$ cat config.mk
export PLATFORM = sky130hd
export DESIGN_NAME = bitmap_run_allocator_top
export DESIGN_NICKNAME = d
export VERILOG_FILES = /design/src/rtl/bra_pkg.sv /design/src/rtl/bra_ram.sv /design/src/rtl/bra_ctrl.sv /design/src/rtl/bra_dpath.sv /design/src/rtl/bitmap_run_allocator_top.sv
export SDC_FILE = /design/constraint.sdc
export NUM_CORES = 2
export LEC_CHECK = 0
export BUFFER_PORTS_ARGS = -buffer_cell sky130_fd_sc_hd__buf_2
export CORE_AREA = 3 3 264 370
export DETAILED_ROUTE_END_ITERATION = 12
export DIE_AREA = 0 0 267 373
export GPL_TIMING_DRIVEN = 0
export PLACE_DENSITY = 0.75
export SLEW_MARGIN = 20
export SYNTH_ARGS = -nofsm -noshare
export SYNTH_HDL_FRONTEND = slang
export SYNTH_SLANG_ARGS = --single-unit
$ cat constraint.sdc
create_clock -name i_clk -period 11.3 [get_ports i_clk]
set_input_delay 1.695 -clock i_clk [delete_from_list [all_inputs] [get_ports i_clk]]
set_output_delay 1.695 -clock i_clk [all_outputs]
set_load 0.02 [all_outputs]
$ cat src/rtl/bra_pkg.sv
// Package for the bitmap run allocator: transfer types, codes, control structs.
// No dependencies.
`default_nettype none

package bra_pkg;

    localparam int unsigned MAX_BITS_DEF   = 1024;
    localparam logic [10:0] CFG_SIZE_RESET = 11'd1024;

    typedef enum logic [1:0] {
        OP_MARK_USED = 2'd0,
        OP_MARK_FREE = 2'd1,
        OP_FIND_FREE = 2'd2,
        OP_FIND_USED = 2'd3
    } t_op;

    typedef enum logic [1:0] {
        RS_OK    = 2'd0,
        RS_RANGE = 2'd1,
        RS_NORUN = 2'd2
    } t_rstat;

    typedef struct packed {
        t_op         op;
        logic [9:0]  position;
        logic [10:0] count;
    } t_req;

    typedef struct packed {
        t_rstat     status;
        logic [9:0] index;
    } t_rsp;

    typedef enum logic [2:0] {
        S_CLEAR,
        S_IDLE,
        S_DECIDE,
        S_MARK_RD,
        S_MARK_WR,
        S_SCAN,
        S_RESULT
    } t_state;

    typedef struct packed {
        logic clr_wr;
        logic load;
        logic mark_rd;
        logic mark_wr;
        logic scan;
        logic out_load;
    } t_ctl_cmd;

    typedef struct packed {
        logic clr_last;
        logic is_find;
        logic find_trivial;
        logic mark_skip;
        logic mark_last;
        logic scan_done;
        logic out_free;
    } t_ctl_sts;

    // Size register value to bits in use: whole bytes, capped at the store size.
    function automatic logic [10:0] eff_size(logic [10:0] sz, int unsigned max_bits);
        logic [10:0] s;
        s = {sz[10:3], 3'b000};
        if (32'(s) > max_bits) begin
            s = 11'(max_bits);
        end
        return s;
    endfunction

endpackage

`default_nettype wire

$ cat src/rtl/bra_ram.sv
// Generic simple dual-port RAM, one write and one registered read port.
// No dependencies.
`default_nettype none

module bra_ram #(
    parameter  int WIDTH = 8,
    parameter  int DEPTH = 128,
    localparam int AW    = (DEPTH > 1) ? $clog2(DEPTH) : 1
) (
    input  wire logic             i_clk,
    input  wire logic             i_we,
    input  wire logic [AW-1:0]    i_waddr,
    input  wire logic [WIDTH-1:0] i_wdata,
    input  wire logic             i_re,
    input  wire logic [AW-1:0]    i_raddr,
    output logic      [WIDTH-1:0] o_rdata
);

    logic [WIDTH-1:0] r_mem [DEPTH];

    always_ff @(posedge i_clk) begin
        if (i_we) begin
            r_mem[i_waddr] <= i_wdata;
        end
        if (i_re) begin
            o_rdata <= r_mem[i_raddr];
        end
    end

endmodule

`default_nettype wire

$ cat src/rtl/bra_ctrl.sv
// Controller FSM for the bitmap run allocator: sequences clear, mark and scan.
// Depends on bra_pkg.
`default_nettype none

module bra_ctrl (
    input  wire logic              i_clk,
    input  wire logic              i_rst_n,
    input  wire logic              i_in_valid,
    output logic                   o_in_stall,
    input  wire bra_pkg::t_ctl_sts i_sts,
    output bra_pkg::t_ctl_cmd      o_cmd
);
    import bra_pkg::*;

    t_state r_state, n_state;

    always_ff @(posedge i_clk) begin
        if (!i_rst_n) begin
            r_state <= S_CLEAR;
        end else begin
            r_state <= n_state;
        end
    end

    always_comb begin
        n_state    = r_state;
        o_cmd      = '0;
        o_in_stall = 1'b1;
        case (r_state)
            S_CLEAR: begin
                o_cmd.clr_wr = 1'b1;
                if (i_sts.clr_last) begin
                    n_state = S_IDLE;
                end
            end
            S_IDLE: begin
                o_in_stall = 1'b0;
                if (i_in_valid) begin
                    o_cmd.load = 1'b1;
                    n_state    = S_DECIDE;
                end
            end
            S_DECIDE: begin
                if (i_sts.is_find) begin
                    n_state = i_sts.find_trivial ? S_RESULT : S_SCAN;
                end else begin
                    n_state = i_sts.mark_skip ? S_RESULT : S_MARK_RD;
                end
            end
            S_MARK_RD: begin
                o_cmd.mark_rd = 1'b1;
                n_state       = S_MARK_WR;
            end
            S_MARK_WR: begin
                o_cmd.mark_wr = 1'b1;
                n_state       = i_sts.mark_last ? S_RESULT : S_MARK_RD;
            end
            S_SCAN: begin
                if (i_sts.scan_done) begin
                    n_state = S_RESULT;
                end else begin
                    o_cmd.scan = 1'b1;
                end
            end
            S_RESULT: begin
                if (i_sts.out_free) begin
                    o_cmd.out_load = 1'b1;
                    n_state        = S_IDLE;
                end
            end
            default: begin
                n_state = S_IDLE;
            end
        endcase
    end

endmodule

`default_nettype wire

$ cat src/rtl/bra_dpath.sv
// Datapath for the bitmap run allocator: size register, bitmap RAM,
// byte mask merge, run scanner and result register. Depends on bra_pkg, bra_ram.
`default_nettype none

module bra_dpath #(
    parameter int unsigned MAX_BITS = bra_pkg::MAX_BITS_DEF
) (
    input  wire logic              i_clk,
    input  wire logic              i_rst_n,
    input  wire logic              i_cfg_we,
    input  wire logic [10:0]       i_cfg_wdata,
    input  wire bra_pkg::t_req     i_in_data,
    input  wire logic              i_out_stall,
    output logic                   o_out_valid,
    output bra_pkg::t_rsp          o_out_data,
    input  wire bra_pkg::t_ctl_cmd i_cmd,
    output bra_pkg::t_ctl_sts      o_sts
);
    import bra_pkg::*;

    localparam int DEPTH = MAX_BITS / 8;
    localparam int AW    = (DEPTH > 1) ? $clog2(DEPTH) : 1;

    logic [10:0]   r_eff;
    t_op           r_op;
    logic [10:0]   r_pos;
    logic [10:0]   r_cnt;
    logic [10:0]   r_end;
    logic [7:0]    r_ptr;
    logic [7:0]    r_dptr;
    logic          r_dv;
    logic [10:0]   r_run;
    logic [10:0]   r_start;
    logic          r_found;
    logic          r_exhaust;
    logic [AW-1:0] r_clr_addr;

    logic [11:0]   n_end_sum;
    logic [10:0]   n_end;
    logic [7:0]    byte_cnt;
    logic [7:0]    last_mark;
    logic          want;
    logic          issue;
    logic [7:0]    rdata;
    logic [7:0]    mask;
    logic [7:0]    merged;
    logic [10:0]   sc_run;
    logic [10:0]   sc_start;
    logic          sc_found;
    logic          ram_we;
    logic [AW-1:0] ram_waddr;
    logic [7:0]    ram_wdata;

    assign want      = (r_op == OP_FIND_USED);
    assign byte_cnt  = r_eff[10:3];
    assign last_mark = 8'((r_end - 11'd1) >> 3);
    assign issue     = i_cmd.scan && (r_ptr < byte_cnt);

    assign n_end_sum = {1'b0, i_in_data.count} + {2'b00, i_in_data.position};
    assign n_end     = (n_end_sum > {1'b0, r_eff}) ? r_eff : n_end_sum[10:0];

    always_comb begin
        for (int j = 0; j < 8; j++) begin
            mask[j] = ({r_ptr, 3'(j)} >= r_pos) && ({r_ptr, 3'(j)} < r_end);
        end
        merged = (r_op == OP_MARK_USED) ? (rdata | mask) : (rdata & ~mask);
    end

    // One byte of the first-fit scan, lowest bit first.
    always_comb begin
        sc_run   = r_run;
        sc_start = r_start;
        sc_found = 1'b0;
        for (int j = 0; j < 8; j++) begin
            if (!sc_found) begin
                if (rdata[j] == want) begin
                    if (sc_run == 11'd0) begin
                        sc_start = {r_dptr, 3'(j)};
                    end
                    sc_run = sc_run + 11'd1;
                    if (sc_run == r_cnt) begin
                        sc_found = 1'b1;
                    end
                end else begin
                    sc_run = 11'd0;
                end
            end
        end
    end

    assign ram_we    = i_cmd.clr_wr || i_cmd.mark_wr;
    assign ram_waddr = i_cmd.clr_wr ? r_clr_addr : AW'(r_ptr);
    assign ram_wdata = i_cmd.clr_wr ? 8'h00 : merged;

    bra_ram #(
        .WIDTH (8),
        .DEPTH (DEPTH)
    ) u_ram (
        .i_clk   (i_clk),
        .i_we    (ram_we),
        .i_waddr (ram_waddr),
        .i_wdata (ram_wdata),
        .i_re    (i_cmd.mark_rd || issue),
        .i_raddr (AW'(r_ptr)),
        .o_rdata (rdata)
    );

    always_ff @(posedge i_clk) begin
        if (!i_rst_n) begin
            r_eff       <= eff_size(CFG_SIZE_RESET, MAX_BITS);
            r_clr_addr  <= '0;
            r_dv        <= 1'b0;
            r_found     <= 1'b0;
            r_exhaust   <= 1'b0;
            o_out_valid <= 1'b0;
        end else begin
            if (i_cfg_we) begin
                r_eff <= eff_size(i_cfg_wdata, MAX_BITS);
            end
            if (i_cmd.clr_wr) begin
                r_clr_addr <= r_clr_addr + AW'(1);
            end
            if (i_cmd.load) begin
                r_dv      <= 1'b0;
                r_found   <= 1'b0;
                r_exhaust <= 1'b0;
            end else begin
                r_dv <= issue;
                if (r_dv && !r_found && !r_exhaust) begin
                    r_found <= sc_found;
                    if (!sc_found && (r_dptr == byte_cnt - 8'd1)) begin
                        r_exhaust <= 1'b1;
                    end
                end
            end
            if (i_cmd.out_load) begin
                o_out_valid <= 1'b1;
            end else if (!i_out_stall) begin
                o_out_valid <= 1'b0;
            end
        end
    end

    always_ff @(posedge i_clk) begin
        if (i_cmd.load) begin
            r_op    <= i_in_data.op;
            r_pos   <= {1'b0, i_in_data.position};
            r_cnt   <= i_in_data.count;
            r_end   <= n_end;
            r_run   <= '0;
            r_start <= '0;
            r_ptr   <= (i_in_data.op == OP_FIND_FREE || i_in_data.op == OP_FIND_USED)
                       ? 8'd0 : {1'b0, i_in_data.position[9:3]};
        end else begin
            if (i_cmd.mark_wr || issue) begin
                r_ptr <= r_ptr + 8'd1;
            end
            if (issue) begin
                r_dptr <= r_ptr;
            end
            if (r_dv && !r_found && !r_exhaust) begin
                r_run   <= sc_run;
                r_start <= sc_start;
            end
        end
        if (i_cmd.out_load) begin
            if (r_op == OP_FIND_FREE || r_op == OP_FIND_USED) begin
                o_out_data.status <= r_found ? RS_OK : RS_NORUN;
                o_out_data.index  <= r_found ? r_start[9:0] : 10'd0;
            end else begin
                o_out_data.status <= (r_pos >= r_eff) ? RS_RANGE : RS_OK;
                o_out_data.index  <= 10'd0;
            end
        end
    end

    always_comb begin
        o_sts              = '0;
        o_sts.clr_last     = (r_clr_addr == AW'(DEPTH - 1));
        o_sts.is_find      = (r_op == OP_FIND_FREE) || (r_op == OP_FIND_USED);
        o_sts.find_trivial = (r_cnt == 11'd0) || (r_eff == 11'd0);
        o_sts.mark_skip    = (r_pos >= r_eff) || (r_end <= r_pos);
        o_sts.mark_last    = (r_ptr == last_mark);
        o_sts.scan_done    = r_found || r_exhaust;
        o_sts.out_free     = !o_out_valid || !i_out_stall;
    end

endmodule

`default_nettype wire

$ cat src/rtl/bitmap_run_allocator_top.sv
// Top level of the bitmap run allocator: controller plus datapath.
// Depends on bra_pkg, bra_ctrl, bra_dpath, bra_ram.
//
//   channel  | valid       | stall       | payload
//   ---------+-------------+-------------+------------------------
//   request  | i_in_valid  | o_in_stall  | i_in_data  (t_req)
//   result   | o_out_valid | i_out_stall | o_out_data (t_rsp)
//   config   | i_cfg_we    | -           | i_cfg_wdata (size_in_use)
//
// After reset the bitmap RAM is cleared one byte a cycle, all MAX_BITS/8 bytes,
// requests stalled meanwhile.
// Find: one RAM byte read per cycle.
// Mark: each byte touched is read, then written back merged.
// Out of range, zero count and empty size: no RAM access, straight to the result.
// One request at a time; a request is taken while the previous result waits.
`default_nettype none

module bitmap_run_allocator_top #(
    parameter int unsigned MAX_BITS = bra_pkg::MAX_BITS_DEF
) (
    input  wire logic          i_clk,
    input  wire logic          i_rst_n,
    input  wire logic          i_cfg_we,
    input  wire logic [10:0]   i_cfg_wdata,
    input  wire logic          i_in_valid,
    output logic               o_in_stall,
    input  wire bra_pkg::t_req i_in_data,
    output logic               o_out_valid,
    input  wire logic          i_out_stall,
    output bra_pkg::t_rsp      o_out_data
);
    import bra_pkg::*;

    t_ctl_cmd cmd;
    t_ctl_sts sts;

    bra_ctrl u_ctrl (
        .i_clk      (i_clk),
        .i_rst_n    (i_rst_n),
        .i_in_valid (i_in_valid),
        .o_in_stall (o_in_stall),
        .i_sts      (sts),
        .o_cmd      (cmd)
    );

    bra_dpath #(
        .MAX_BITS (MAX_BITS)
    ) u_dpath (
        .i_clk       (i_clk),
        .i_rst_n     (i_rst_n),
        .i_cfg_we    (i_cfg_we),
        .i_cfg_wdata (i_cfg_wdata),
        .i_in_data   (i_in_data),
        .i_out_stall (i_out_stall),
        .o_out_valid (o_out_valid),
        .o_out_data  (o_out_data),
        .i_cmd       (cmd),
        .o_sts       (sts)
    );

endmodule

`default_nettype wire

==> summary.md <==
| Metric | Value |
|---|---|
| Simple-gate share of the synthesized area | `9.21%` |
| Compound-Gate Fraction of Synth Area | `7.59%` |
| RR Startpoint | `u_dpath.r_cnt[10]` |
| CTS buffer count | `99` |
| Sequential share of the synthesized area | `about three fifths` |
| Startpoint Class | `flip-flop` |
| Synth Warn # | `0` |
| Initial core utilization | `57.6%` |
| Clock Skew | `0.0473 ns` |
| Worst-Skew Late Latency | `0.71 ns` |
| Critical path's slowest cell | `clkbuf_1` |
| Post-Synthesis Cells | `3560` |
| Die height | `373 um` |
| Drt via density | `a little over 7` |
| Peak supply drop | `0.200 mV` |
| Layout cells sized above 1 | `around 22%` |
| Post-DP HPWL | `118 mm` |
| Clock root cell | `clkbuf_16` |
| Pre-CTS setup slack | `-2.99 ns` |
| Power Total | `8.08 mW` |
| Fin nets | `3886` |
| Largest cells by area after synthesis | `edfxtp_1, mux4_2, xnor2_1` |
| HP Start | `u_dpath.r_start[2]` |
| Actual slew at the worst max-slew pin | `1.20 ns` |
| Initial antenna violation count | `3` |
| Critical Path AT | `11.57 ns` |
| Tot GR Track Use | `34.2%` |
| Req. time, crit path | `11.89 ns` |
| Final Hold Vio Count | `0` |
| P_leak | `20.8 nW` |
| Slew headroom | `between 20 and 25%` |
| Setup ws final | `0.321 ns` |
| Largest net degree at the start of global routing | `41` |
| GP Congestion | `0.990` |
| Avg Inst Size Synth | `roughly 15 um^2` |
| Syn_nets | `roughly 3700` |
| Initial DRC Count | `4509` |
| Final min period | `10.98 ns` |
| Remaining Overflow, GRT | `0` |
| Primary FF master, synth | `edfxtp_1` |
| Via count of the first global-routing pass | `about 36000` |
| Htree depth | `3` |
| First-pass GRT wire length | `between 200 and 250 mm` |
| IO Count | `53` |
| Final Setup Violations | `0` |
| Fillers | `6508` |
| Die area | `0.0996 mm^2` |
| Synthesized flop and latch total | `roughly 1100` |
| I/O Buffers | `47` |
| DR pass1 iterations | `8` |
| Num rows | `134` |
| Period utilization | `a little over nine tenths` |
| CORE AREA | `0.0949 mm^2` |
| Largest family of logic cells by synthesized area | `multiplexers` |
| # DRC | `0` |
| Kind of critical path | `flip-flop to flip-flop` |
| Area leader, netlist | `edfxtp_1` |
| Fin Setup TNS | `0 ns` |
| Post-synth EDFFs | `1094` |
| Maximum clock frequency | `0.0911 GHz` |
| Synth-to-layout area growth | `12.0%` |
| MaxCap Viol Count | `0` |
| Yosys top cell area share | `60.1%` |
| Worst hold slack | `0.462 ns` |
| Vias | `35900` |
| Critical Path Fanout Max | `10` |
| Post-Synth Adder-Cell Area | `under 10%` |
| Post-synth ARST share | `0%` |
| Status | `completed` |
| Final Util | `64.6%` |
| PD cells | `132 mW/mm^2` |
| Bufs on Longest Clock Path | `3` |
| TritonCTS clock tree | `built` |
| Setup crit start | `u_dpath.r_cnt[10]` |
| Reg area | `0.0337 mm^2` |
| Xor/xnor share of the synthesized area | `2.82%` |
| Clock Sinks | `1137` |
| CP endpoint kind | `flip-flop` |
| Reg clk slew, reported paths | `about 0.070 ns` |
| Mux contribution to synthesized area | `14.9%` |
| Worst path max stage delay | `0.68 ns` |
| Routed length per instance | `approximately 33 um` |
| Hold WC Path Type | `flip-flop to flip-flop` |
| Final ANT Viol Nets | `0` |
| Total Routed Length | `170 mm` |
| Final slew viol count | `0` |
| Multi-input logic area | `0.0205 mm^2` |
| Mapped cell area | `0.0547 mm^2` |
| Cell variety after synth | `~130` |
| Die X | `267 um` |
power by group:
| part | internal (mW) | leakage (nW) | switching (mW) | total (mW) |
|---|---|---|---|---|
| logic | 0.0435 | 8.14 | 0.0948 | 0.138 |
| registers | 4.56 | 11.2 | 0.00567 | 4.57 |
| clock network | 1.85 | 1.53 | 1.53 | 3.38 |
metal layers:
metal	vias to the layer above	global-route usage (%)	routed length, um
li1	14800	-	-
met5	-	0	0
met3	704	6.52	14400
met4	0	25.8	15900
met2	2390	57.5	84900
met1	18000	38.6	54400
final cells by class:
type | instances | area share, %
diodes | 4 | 0.0163
clock buffers | 120 | 4.24
repair buffers | 111 | 1.93
well taps | 1224 | 2.50
inverters | 81 | 0.498
multi-input cells | 2151 | 33.5
clock inverters | 55 | 0.927
flip-flops and latches | 1137 | 55.0
plain buffers | 186 | 1.37
Yosys cell counts (28+ instances only):
| library cell | instances |
|---|---|
| nand4_1 | 35 |
| ha_1 | 79 |
| and2_1 | 39 |
| nand3_1 | 84 |
| o21ai_0 | 94 |
| clkbuf_1 | 120 |
| or3_1 | 31 |
| a211oi_1 | 29 |
| edfxtp_1 | 1094 |
| dfxtp_1 | 43 |
| nor3_1 | 94 |
| and3_1 | 50 |
| xnor2_1 | 113 |
| a21oi_1 | 101 |
| mux4_2 | 336 |
| a31oi_1 | 37 |
| nor4_1 | 42 |
| inv_1 | 75 |
| xor2_1 | 30 |
| o21a_1 | 28 |
| nor2_1 | 246 |
| mux2i_1 | 32 |
| buf_1 | 37 |
| nand2_1 | 177 |
worst paths after layout:
path                        end  depth (start not counted)  slack, ns
max           u_dpath.r_exhaust                         46       0.32
min          u_dpath.r_start[2]                          2       0.46
max reg2reg   u_dpath.r_exhaust                         46       0.32
min reg2reg  u_dpath.r_start[2]                          2       0.46
worst max-delay path, delay by kind of cell (launching register included):
family	cells	cell delay, ns
buffers and inverters	9	2.07
xor gates and xnor gates	4	0.70
DFF	1	0.32
and+or+nand+nor	13	3.97
adders and majority gates	3	0.65
AOI/OAI and AO/OA	13	2.19
muxes	4	0.89
state kept, by name (all words and copies together) (netlist names), 2 cells and up:
register / cells
u_ctrl.r_state: 3
u_dpath.o_out_data: 12
u_dpath.r_clr_addr: 7
u_dpath.r_cnt: 11
u_dpath.r_dptr: 8
u_dpath.r_eff: 8
u_dpath.r_end: 11
u_dpath.r_op: 2
u_dpath.r_pos: 10
u_dpath.r_ptr: 8
u_dpath.r_run: 11
u_dpath.r_start: 10
u_dpath.u_ram.o_rdata: 8
u_dpath.u_ram.r_mem: 1024
kinds of logic (layout without fill, tap and decap cells):
| kind of cell | count (synthesis) | after routing |
|---|---|---|
| adder cells (fa/ha/maj) | 80 | 80 |
| flip-flops | 1137 | 1137 |
| AO/OA/AOI/OAI | 567 | 567 |
| other | 0 | 4 |
| buffers and inverters | 272 | 553 |
| multiplexers | 388 | 388 |
| AND/OR/NAND/NOR | 960 | 960 |
| XOR/XNOR | 156 | 156 |
timing repair:
action                                  CTS  global route
buffers inserted                         19            16
hold buffers                              0             0
gates cloned                              0             0
endpoints found under the setup margin   23            23
gates resized for setup                  70            64
pin swaps                                18            15
placed cells by master (no fill, tap or decap), types with 35 or more instances in the layout:
| cell | count |
|---|---|
| buf_2 | 67 |
| and3_1 | 49 |
| nor2_1 | 232 |
| nand4_1 | 35 |
| edfxtp_1 | 1094 |
| nand2_1 | 176 |
| buf_4 | 43 |
| a21oi_1 | 94 |
| ha_1 | 72 |
| and2_1 | 39 |
| mux4_2 | 336 |
| nor3_1 | 89 |
| clkbuf_16 | 101 |
| xnor2_1 | 112 |
| dfxtp_1 | 42 |
| clkbuf_1 | 114 |
| nor4_1 | 39 |
| o21ai_0 | 90 |
| inv_1 | 72 |
| nand3_1 | 82 |
stage by stage:
stage	cells	area (um^2)
after floorplan	3560	54700
after global placement	4831	56500
after detailed placement	4860	57200
after CTS	5049	60900
after global routing	5067	61300
final	5069	61300
Note: power is estimated with default switching activity, not from simulation.
